### src/sv/bpms_pkg.sv
`timescale 1ns / 1ps
// ----------------------------------------------------------------------------
// bpms_pkg
// types and codes shared by the battery pack mode supervisor
// ----------------------------------------------------------------------------
package bpms_pkg;

   typedef enum logic [2:0] {
      MODE_POWER_OFF = 3'd0,
      MODE_CHG_PRE   = 3'd1,
      MODE_DIS_PRE   = 3'd2,
      MODE_CHG_ON    = 3'd3,
      MODE_DIS_ON    = 3'd4,
      MODE_FAULT     = 3'd5,
      MODE_EMRG      = 3'd6,
      MODE_RESET     = 3'd7
   } mode_type;

   typedef enum logic [3:0] {
      STAT_INITIAL     = 4'd0,
      STAT_OFF         = 4'd1,
      STAT_PRE_ON      = 4'd2,
      STAT_ON          = 4'd3,
      STAT_CHARGING    = 4'd4,
      STAT_DISCHARGING = 4'd5,
      STAT_FAULT       = 4'd6,
      STAT_EMERGENCY   = 4'd7,
      STAT_GOING_RESET = 4'd8
   } status_type;

   typedef enum logic [1:0] {
      HV_NONE      = 2'd0,
      HV_OFF       = 2'd1,
      HV_ON        = 2'd2,
      HV_PRECHARGE = 2'd3
   } hv_type;

   // worst fault level codes, level three counts as none
   typedef enum logic [1:0] {
      LVL_NONE       = 2'd0,
      LVL_FAULT      = 2'd1,
      LVL_PROTECTION = 2'd2,
      LVL_UNUSED     = 2'd3
   } level_type;

   // protection sequence steps
   typedef enum logic [1:0] {
      PSTEP_HV_OFF    = 2'd0,
      PSTEP_WAIT_STOP = 2'd1,
      PSTEP_RESET     = 2'd2,
      PSTEP_UNUSED    = 2'd3
   } pstep_type;

   // emergency sequence steps
   typedef enum logic [1:0] {
      ESTEP_HV_OFF      = 2'd0,
      ESTEP_WAIT_RELEASE = 2'd1,
      ESTEP_RELEASED    = 2'd2,
      ESTEP_DONE        = 2'd3
   } estep_type;

   typedef struct packed {
      logic               engineer_mode;
      logic [2:0]         requested_mode;
      logic               stop_switch;
      logic [1:0]         worst_fault_level;
      logic               hv_is_off;
      logic signed [15:0] bus_current;
   } req_type;

   typedef struct packed {
      logic [2:0] chosen_mode;
      logic [3:0] system_status;
      logic [1:0] hv_command;
      logic       emergency_code_set;
      logic       emergency_code_clear;
      logic       fault_lamp_on;
      logic       reset_request;
   } rsp_type;

endpackage

### src/sv/battery_pack_mode_supervisor.sv
`timescale 1ns / 1ps
// ----------------------------------------------------------------------------
// battery_pack_mode_supervisor
// per-tick mode choice with protection and emergency sequences
// ----------------------------------------------------------------------------
//
//   channel  | direction | handshake           | payload
//   ---------+-----------+---------------------+----------------------------
//   req_     | in        | req_valid/req_stall | bpms_pkg::req_type
//   rsp_     | out       | rsp_valid/rsp_stall | bpms_pkg::rsp_type
//
// one transfer in, one transfer out, through two registers
// (input register, then result register); one item per cycle sustained while the result is not stalled
// the decision logic between the two registers sets the pace
// reset (synchronous, active high) empties both stages and clears the
// protection and emergency step registers and their active flags
// a stalled result holds; the input register still takes a new transfer
// while it is empty, or while the result register is free or being emptied
//
module battery_pack_mode_supervisor (
   input  logic              clock,
   input  logic              reset,
   input  logic              req_valid,
   output logic              req_stall,
   input  bpms_pkg::req_type req_data,
   output logic              rsp_valid,
   input  logic              rsp_stall,
   output bpms_pkg::rsp_type rsp_data
);

   // pipeline registers
   logic              s1_valid_ff, s1_valid_in;
   bpms_pkg::req_type s1_data_ff;
   logic              rsp_valid_ff, rsp_valid_in;
   bpms_pkg::rsp_type rsp_data_ff, rsp_data_in;

   // sequence state
   bpms_pkg::pstep_type prot_step_ff, prot_step_in;
   logic                prot_active_ff, prot_active_in;
   bpms_pkg::estep_type emrg_step_ff, emrg_step_in;
   logic                emrg_active_ff, emrg_active_in;

   logic req_take;
   logic advance;

   // decision signals
   bpms_pkg::mode_type   mode;
   bpms_pkg::status_type status;
   bpms_pkg::hv_type     hv_cmd;
   bpms_pkg::level_type  level;
   bpms_pkg::pstep_type  prot_step;
   bpms_pkg::estep_type  emrg_step;
   logic                 code_set;
   logic                 lamp;
   logic                 reset_req;

   // handshake
   assign advance   = s1_valid_ff && (!rsp_valid_ff || !rsp_stall);
   assign req_stall = s1_valid_ff && !advance;
   assign req_take  = req_valid && !req_stall;

   assign s1_valid_in  = req_take || (s1_valid_ff && !advance);
   assign rsp_valid_in = advance || (rsp_valid_ff && rsp_stall);

   assign level = bpms_pkg::level_type'(s1_data_ff.worst_fault_level);

   // steps fall back to zero when their sequence is not active
   assign prot_step = prot_active_ff ? prot_step_ff : bpms_pkg::PSTEP_HV_OFF;
   assign emrg_step = emrg_active_ff ? emrg_step_ff : bpms_pkg::ESTEP_HV_OFF;

   // mode choice by fixed priority
   always_comb begin
      code_set = 1'b0;
      priority if (s1_data_ff.engineer_mode) begin
         mode = bpms_pkg::mode_type'(s1_data_ff.requested_mode);
      end else if ((s1_data_ff.stop_switch && !prot_active_ff) || emrg_active_ff) begin
         mode     = bpms_pkg::MODE_EMRG;
         code_set = 1'b1;
      end else if ((level == bpms_pkg::LVL_PROTECTION && !emrg_active_ff)
                   || prot_active_ff) begin
         mode = bpms_pkg::MODE_FAULT;
      end else if (level == bpms_pkg::LVL_FAULT) begin
         mode = bpms_pkg::MODE_POWER_OFF;
      end else begin
         mode = bpms_pkg::mode_type'(s1_data_ff.requested_mode);
      end
   end

   // action on the chosen mode; status is set by every mode so no hold is kept
   always_comb begin
      hv_cmd         = bpms_pkg::HV_NONE;
      lamp           = 1'b0;
      reset_req      = 1'b0;
      status         = bpms_pkg::STAT_INITIAL;
      prot_step_in   = prot_step;
      prot_active_in = prot_active_ff;
      emrg_step_in   = emrg_step;
      emrg_active_in = emrg_active_ff;
      unique case (mode)
         bpms_pkg::MODE_RESET: begin
            status    = bpms_pkg::STAT_GOING_RESET;
            hv_cmd    = bpms_pkg::HV_OFF;
            reset_req = s1_data_ff.hv_is_off;
         end
         bpms_pkg::MODE_FAULT: begin
            status = bpms_pkg::STAT_FAULT;
            unique case (prot_step)
               bpms_pkg::PSTEP_HV_OFF: begin
                  prot_active_in = 1'b1;
                  hv_cmd         = bpms_pkg::HV_OFF;
                  if (s1_data_ff.hv_is_off) begin
                     prot_step_in = bpms_pkg::PSTEP_WAIT_STOP;
                  end
               end
               bpms_pkg::PSTEP_WAIT_STOP: begin
                  if (s1_data_ff.stop_switch) begin
                     prot_step_in = bpms_pkg::PSTEP_RESET;
                  end else begin
                     lamp = 1'b1;
                  end
               end
               bpms_pkg::PSTEP_RESET: begin
                  hv_cmd       = bpms_pkg::HV_OFF;
                  reset_req    = s1_data_ff.hv_is_off;
                  prot_step_in = bpms_pkg::PSTEP_HV_OFF;
               end
               bpms_pkg::PSTEP_UNUSED: begin
                  prot_step_in = bpms_pkg::PSTEP_HV_OFF;
               end
            endcase
         end
         bpms_pkg::MODE_EMRG: begin
            status = bpms_pkg::STAT_EMERGENCY;
            unique case (emrg_step)
               bpms_pkg::ESTEP_HV_OFF: begin
                  emrg_active_in = 1'b1;
                  hv_cmd         = bpms_pkg::HV_OFF;
                  if (s1_data_ff.hv_is_off) begin
                     emrg_step_in = bpms_pkg::ESTEP_WAIT_RELEASE;
                  end
               end
               bpms_pkg::ESTEP_WAIT_RELEASE: begin
                  if (!s1_data_ff.stop_switch) begin
                     emrg_step_in = bpms_pkg::ESTEP_RELEASED;
                  end
               end
               bpms_pkg::ESTEP_RELEASED: begin
                  emrg_step_in = bpms_pkg::ESTEP_DONE;
               end
               bpms_pkg::ESTEP_DONE: begin
                  // sequence finished, step stays put
                  emrg_active_in = 1'b0;
               end
            endcase
         end
         bpms_pkg::MODE_POWER_OFF: begin
            status = bpms_pkg::STAT_OFF;
            hv_cmd = bpms_pkg::HV_OFF;
         end
         bpms_pkg::MODE_CHG_ON, bpms_pkg::MODE_DIS_ON: begin
            hv_cmd = bpms_pkg::HV_ON;
            // only the sign and zero of the current matter
            priority if (s1_data_ff.bus_current == 16'sd0) begin
               status = bpms_pkg::STAT_ON;
            end else if (!s1_data_ff.bus_current[15]) begin
               status = bpms_pkg::STAT_CHARGING;
            end else begin
               status = bpms_pkg::STAT_DISCHARGING;
            end
         end
         bpms_pkg::MODE_CHG_PRE, bpms_pkg::MODE_DIS_PRE: begin
            status = bpms_pkg::STAT_PRE_ON;
            hv_cmd = bpms_pkg::HV_PRECHARGE;
         end
      endcase
   end

   // result word; clear pulses whenever emergency was not active at entry
   always_comb begin
      rsp_data_in.chosen_mode          = mode;
      rsp_data_in.system_status        = status;
      rsp_data_in.hv_command           = hv_cmd;
      rsp_data_in.emergency_code_set   = code_set;
      rsp_data_in.emergency_code_clear = !emrg_active_ff;
      rsp_data_in.fault_lamp_on        = lamp;
      rsp_data_in.reset_request        = reset_req;
   end

   // control registers
   always_ff @(posedge clock) begin
      if (reset) begin
         s1_valid_ff    <= 1'b0;
         rsp_valid_ff   <= 1'b0;
         prot_step_ff   <= bpms_pkg::PSTEP_HV_OFF;
         prot_active_ff <= 1'b0;
         emrg_step_ff   <= bpms_pkg::ESTEP_HV_OFF;
         emrg_active_ff <= 1'b0;
      end else begin
         s1_valid_ff  <= s1_valid_in;
         rsp_valid_ff <= rsp_valid_in;
         if (advance) begin
            prot_step_ff   <= prot_step_in;
            prot_active_ff <= prot_active_in;
            emrg_step_ff   <= emrg_step_in;
            emrg_active_ff <= emrg_active_in;
         end
      end
   end

   // payload registers
   always_ff @(posedge clock) begin
      if (req_take) begin
         s1_data_ff <= req_data;
      end
      if (advance) begin
         rsp_data_ff <= rsp_data_in;
      end
   end

   assign rsp_valid = rsp_valid_ff;
   assign rsp_data  = rsp_data_ff;

`ifndef SYNTH
   // a protection step other than zero only exists with protection active
   a_prot_step_active: assert property (@(posedge clock) disable iff (reset)
      prot_step_ff != bpms_pkg::PSTEP_HV_OFF |-> prot_active_ff)
      else $error("protection step without active flag");

   // fault lamp only during the fault mode
   a_lamp_fault: assert property (@(posedge clock) disable iff (reset)
      rsp_valid_ff && rsp_data_ff.fault_lamp_on |->
         rsp_data_ff.chosen_mode == bpms_pkg::MODE_FAULT)
      else $error("fault lamp outside fault mode");

   // a reset request always comes with high voltage off
   a_reset_hv_off: assert property (@(posedge clock) disable iff (reset)
      rsp_valid_ff && rsp_data_ff.reset_request |->
         rsp_data_ff.hv_command == bpms_pkg::HV_OFF)
      else $error("reset request without hv off");

   // the emergency code is raised only in emergency mode
   a_code_set_emrg: assert property (@(posedge clock) disable iff (reset)
      rsp_valid_ff && rsp_data_ff.emergency_code_set |->
         rsp_data_ff.chosen_mode == bpms_pkg::MODE_EMRG)
      else $error("emergency code outside emergency mode");

   // sequence state moves only when an item passes to the result register
   a_state_hold: assert property (@(posedge clock) disable iff (reset)
      !advance |=> $stable(prot_step_ff) && $stable(emrg_step_ff)
         && $stable(prot_active_ff) && $stable(emrg_active_ff))
      else $error("sequence state changed without an item");
`endif

endmodule
### config.mk
export PLATFORM = sky130hd
export DESIGN_NAME = battery_pack_mode_supervisor
export DESIGN_NICKNAME = d
export VERILOG_FILES = /design/src/sv/bpms_pkg.sv /design/src/sv/battery_pack_mode_supervisor.sv
export SDC_FILE = /design/constraint.sdc
export NUM_CORES = 1
export LEC_CHECK = 0
export ABC_AREA = 1
export BUFFER_PORTS_ARGS = -buffer_cell sky130_fd_sc_hd__buf_2
export CAP_MARGIN = 15
export CORE_ASPECT_RATIO = 0.75
export CORE_UTILIZATION = 54
export CTS_CLUSTER_SIZE = 24
export DETAILED_ROUTE_END_ITERATION = 6
export PLACE_DENSITY = 0.84
export SYNTH_ARGS = -nofsm -noshare
export SYNTH_HDL_FRONTEND = slang
export SYNTH_SLANG_ARGS = --single-unit
### constraint.sdc
create_clock -name clock -period 2.2 [get_ports clock]
set_clock_uncertainty 0.05 [all_clocks]
set_input_delay 0 -clock clock [delete_from_list [all_inputs] [get_ports clock]]
set_output_delay 0 -clock clock [all_outputs]
set_load 0.005 [all_outputs]
# Word level (Yosys, flattened, before mapping)
# Cells that the tools add are included.
# op_classes
muxes	25
n_reduce_logical	30
n_eq_ne	15
# ops
op	n
4-bit case mux with 6 select lines	1
16-bit zero test	1
2-bit two-way mux	8
3-bit two-way mux	5
3-bit == test (second input constant)	4
2-bit case mux with 3 select lines	2
2-bit == test (second input constant)	5
2-bit case mux with 5 select lines	1
2-bit OR reduction	5
2-bit by 1-bit == test with 1-bit output (second input constant)	3
3-bit by 2-bit == test with 1-bit output (second input constant)	2
1-bit logical AND	6
1-bit zero test	6
1-bit two-way mux	6
3-bit AND reduction	2
1-bit logical OR	5
2-bit zero test	2
1-bit case mux with 2 select lines	2
3-bit by 1-bit == test with 1-bit output (second input constant)	1
3-bit zero test	1
2-bit AND reduction	1
2-bit nonzero test	1
# word_totals
ff_bits	45
out_inout_bits	15
in_bits	28
elab_cells	89

# Logic depth before layout (Yosys ltp)
# depth
depth_word	9
depth_mapped	13
mapped_depth_nobuf	13

# Worst setup path before layout
# OpenSTA, ideal clock, no wires.
# synth_timing
path_type	register to register
startpoint	reg s1_data_ff[23] in the netlist's numbering
endpoint	reg rsp_data_ff (netlist bit rsp_data[8]), data pin
setup_slack_ns	0.665
arrival_ns	1.221
period_less_slack_ns	1.535
setup_time_ns	0.264
stages_incl_launch_ff	11
path_buffers	0
path_cell_list	edfxtp_1 inv_4 nand3_2 nand2_1 inv_1 nand2_4 nand2_4 nand2_2 nand2_2 nand2_2 o211ai_2
# synth_lines
item	line_no	rtl
from (decl)	battery_pack_mode_supervisor.sv:33	bpms_pkg::req_type s1_data_ff;
from (signal assigned)	battery_pack_mode_supervisor.sv:213	s1_data_ff <= req_data;
to (signal assigned)	battery_pack_mode_supervisor.sv:216	rsp_data_ff <= rsp_data_in;
to (decl)	battery_pack_mode_supervisor.sv:35	bpms_pkg::rsp_type rsp_data_ff, rsp_data_in;

# Worst setup path after layout
# layout_timing
startpoint	reg emrg_active_ff
endpoint	reg emrg_step_ff[0]
# layout_via
elab_chain_cells	8
elab_cells_between_ends	16
cone_classes	eq/ne: 3; mux: 8; reduce/logical: 5
# layout_lines
item	line_no	rtl
from (decl)	battery_pack_mode_supervisor.sv:41	logic emrg_active_ff, emrg_active_in;
from (signal assigned)	battery_pack_mode_supervisor.sv:205	emrg_active_ff <= emrg_active_in;
1-bit zero test	battery_pack_mode_supervisor.sv:79	end else if ((level == bpms_pkg::LVL_PROTECTION && !emrg_active_ff)
1-bit logical AND	battery_pack_mode_supervisor.sv:79	
1-bit logical OR	battery_pack_mode_supervisor.sv:80	|| prot_active_ff) begin
3-bit two-way mux	battery_pack_mode_supervisor.sv:79	
3-bit two-way mux	battery_pack_mode_supervisor.sv:76	end else if ((s1_data_ff.stop_switch && !prot_active_ff) || emrg_active_ff) begin
3-bit two-way mux	battery_pack_mode_supervisor.sv:74	priority if (s1_data_ff.engineer_mode) begin
3-bit == test	battery_pack_mode_supervisor.sv:99	unique case (mode)
2-bit two-way mux *	battery_pack_mode_supervisor.sv:99	
to (signal assigned)	battery_pack_mode_supervisor.sv:196	emrg_step_ff <= bpms_pkg::ESTEP_HV_OFF;
to (signal assigned)	battery_pack_mode_supervisor.sv:204	emrg_step_ff <= emrg_step_in;
to (decl)	battery_pack_mode_supervisor.sv:40	bpms_pkg::estep_type emrg_step_ff, emrg_step_in;
# Every way passes the cells marked *; elsewhere a longest branch is shown, timed or not.
# A chain may end at the register's enable or synchronous reset.

==> metrics list <==
- Yosys cell types: 26
* Destination of the worst hold path: s1_data_ff[16]
* Post-synthesis area per instance: 11.31 um^2
- Max rail drop VDD: about 460 uV
* RSZ-0062 raised after global routing: no
- Summed over all nets, the half-perimeter wirelength after detailed placement is roughly 2.8 mm.
- At the pin with the least slew margin, the transition time is ~410 ps.
- Along the worst hold path, the cell count comes to 2.
- Final Net Count: 295
- Max-cap violations in this run came to 0.
* Seq pwr share: between 50% and 60%
* Internal reg-to-reg setup slack: about 370 ps
* Via count of the routed design: 1605
* Switching power: approximately 440 uW
- Post-synthesis register bit count: 45
- CTS placed an instance of sky130_fd_sc_hd__clkbuf_8 at the clock tree root.
- Highest achievable clock rate: roughly 0.55 GHz
- Power spread over the standard cell area amounts to between 600 and 700 nW/um^2.
- Count of buffers added by post-CTS timing repair for setup: 0
* Final period demand of the worst path: between 1500 and 2000 ps
- Setup violations remaining at the end of the flow were counted as 0.
- In the routed layout, each cell is associated on average with a via count of a little over 5.
* Most frequent cell on the critical path: sky130_fd_sc_hd__nand2_1
* CTS H-Tree Depth: 2
- Final routed wire length divided by cell count: ~14 um
* Mapped Cells: ~180
- Clock share of power: a little over a quarter
* Critical path class: reg2reg
- The later pin in the worst-skew pair is clocked with a latency of approximately 300 ps.
- Vert. Die Dim: ~56 um
* Area of the die: 4108 um^2
- Cell type of the slowest stage on the worst timing path: sky130_fd_sc_hd__dfxtp_1
* DRC violation count after routing: 0
- The signal on the critical path passes through nand2_1 -> inv_1 -> ha_1 -> nand2_1 -> nand2_1 -> nand2_1 -> nand2_1 -> nand2_1 -> nand2_1 -> nand4_1 -> nand2_1 -> nand2_1 -> a21oi_1.
* Max clock buf depth: 2
* Setup_tns: 0 ps
- Post-synth top area cell: sky130_fd_sc_hd__edfxtp_1
- R2R Path End: emrg_step_ff[0]
- Compared with the post-synthesis result, the final layout area differs by 30.61%.
- After detailed routing, the total wire length is around 4.4 mm.
* DRT antenna net count: 0
* Fraction of layout cells with a size suffix above 1: 30.92%
- GP Congestion: about 1.0
- Part of the Yosys area used for sequential elements: between 60% and 70%
- Proportion of total power due to net switching: between 20% and 30%
* Clock sink count: between 40 and 50
* Max FO, Critical Path: 6
* Cell leakage power: ~1.2 nW
* Aggregate global routing overflow: 0
* Capturing element type of the critical path: flop
- Counting cells, the worst reg-to-reg path comes to 13.
- The via count of the first global-routing pass was roughly 1500.
- First-pass GRT wire length: 7.044 mm
- After floorplanning, the core was sized to cover between 3000 and 4000 um^2.
- Area share of the largest cell type after synthesis: a little over half
- Measured on the finished design, the core utilization comes to roughly 74%.
- Die width: roughly 74 um
* Part of the cycle the worst path needs: 83.19%
- Main area contributors after synthesis: sky130_fd_sc_hd__edfxtp_1 53%, sky130_fd_sc_hd__dfxtp_1 7.7%, sky130_fd_sc_hd__nand2_1 7.0%
- CP max stage delay: around 410 ps
- After clock tree synthesis, the clock-pin slew on the worst setup and hold paths is 80 ps.
- Total internal power: approximately 1.3 mW
- Data arrives at the worst endpoint at 2020 ps.
- Hold path startpoint: req_data[16]
- Launching point of the worst reg2reg path: emrg_active_ff
* Hold violation count in the final report: 0
* Crit start category: flop
- Post-synthesis instance area: 2081 um^2
* TritonCTS clock tree: built
* # IOs: 43
* Pre-Repair DR Iteration Count: 4
* Port Buffers: 42
- Ys Warns: 0
- Relative slew slack: between 70 and 80%
- When the netlist entered floorplanning its net count stood at between 200 and 250.
- Data required time at the worst endpoint: 2390 ps
- Outcome: complete, no violations
- The number of slew-limit violations in the final report is 0.
* GRT Util Overall: a little under a quarter
- Antenna violations before repair: 0
* Clock buffers created by TritonCTS: 5
- Effective utilization at floorplan: a little under three fifths
- Combinational logic is responsible for between 15 and 20% of the overall power.
* DR iter-0 viols: 75
- Entering global routing, the biggest net connects 25 pins.
- Hold/Removal Path Class: in2reg
* Antenna diode instance count: 0
- The floorplan has 19 rows.
## timing repair
| item | 4_1_cts | 5_1_grt |
|---|---|---|
| hold endpoints to repair | 30 | 0 |
| gates resized for setup | 0 | 0 |
| hold buffers | 27 | 0 |
## cell usage after synthesis, drive strengths merged
master,instances
nor4,4
nand3,8
ha,5
o211ai,1
edfxtp,37
nand4,6
clkinv,1
a2111oi,1
nor3,1
o221ai,1
o21ai,4
nor2,17
a21oi,10
dfxtp,8
o21a,1
nand2,55
inv,24
## cell type report
| type | count | area [um^2] |
|---|---|---|
| flip-flops and latches | 45 | 1271 |
| fillers | 248 | 943.4 |
| multi-input cells | 114 | 713.2 |
| repair buffers | 71 | 495.5 |
| inverters | 25 | 96.34 |
| clock buffers | 6 | 72.57 |
| well taps | 52 | 65.06 |
| clock inverters | 1 | 3.754 |
## how the worst max path moves through the flow
stage | start | depth (start not counted) | to
3_3_place_gp | s1_data_ff[23] | 10 | rsp_data[8]
3_5_place_dp | emrg_active_ff | 13 | emrg_step_ff[0]
4_1_cts | emrg_active_ff | 13 | emrg_step_ff[0]
2_1_floorplan | s1_data_ff[23] | 10 | rsp_data[8]
6_report | emrg_active_ff | 13 | emrg_step_ff[0]
5_1_grt | emrg_active_ff | 13 | emrg_step_ff[0]
## cell families after synthesis
kind of cell	share of synthesized area (%)
AO/OA/AOI/OAI	6.013
buffers and inverters	4.630
adder cells (fa/ha/maj)	3.007
flip-flops	61.09
AND/OR/NAND/NOR	25.26
## layout by cell type, fill, tap and decap left out, drive strengths merged
cell	netlist	final
nor3	1	1
inv	24	24
nand2	55	55
o221ai	1	1
a21oi	10	10
o211ai	1	1
clkbuf	0	6
o21ai	4	4
nor2	17	17
edfxtp	37	37
dlygate4sd3	0	27
a2111oi	1	1
buf	0	44
nand4	6	6
dfxtp	8	8
ha	5	5
nor4	4	4
nand3	8	8
o21a	1	1
clkinv	1	2
## layer usage
layer  GRT usage (%)  vias up  share of wire (%)  wire length, um
met3           8.877       16                7.1              314
met4           9.615        0                2.7              119
met5               0        -                  0                0
met1           30.38      723                 41             1820
li1                -      784                  -                -
met2           36.44       82                 49             2142
## state kept, by name, summed over array words and instances (netlist names)
name,flops
emrg_active_ff,1
rsp_data,13
prot_step_ff,2
s1_valid_ff,1
s1_data_ff,22
rsp_valid,1
emrg_step_ff,2
prot_active_ff,1
level,2
## metrics by stage
stage               cells  hold WS, ps  power, mW  setup slack (ps)  instance area [um^2]
floorplan             184        19.07      1.170             664.6                  2081
finish                314        352.8      1.748             369.9                  2718
global placement      280        125.9      1.236             547.6                  2371
CTS                   314        351.4      1.734             439.5                  2718
global route          314        341.7      1.817             243.2                  2718
detailed placement    280        128.1      1.245             499.6                  2371
## critical path, delay by kind of cell, from the launching register on
kind / cells / cell delay [ps]
compound gates: 1 / 130
flops: 1 / 410
buf+inv: 1 / 190
simple gates: 10 / 770
fa+ha+maj: 1 / 220
## power by group through the flow
stage / logic (mW) / registers (mW) / clock network [mW]
finish: 0.269 / 1.00 / 0.478
global route: 0.295 / 1.00 / 0.518
CTS: 0.265 / 0.999 / 0.470
detailed placement: 0.227 / 1.02 / 0
global placement: 0.220 / 1.02 / 0
floorplan: 0.153 / 1.02 / 0
Power figures use the tool's default switching activity.
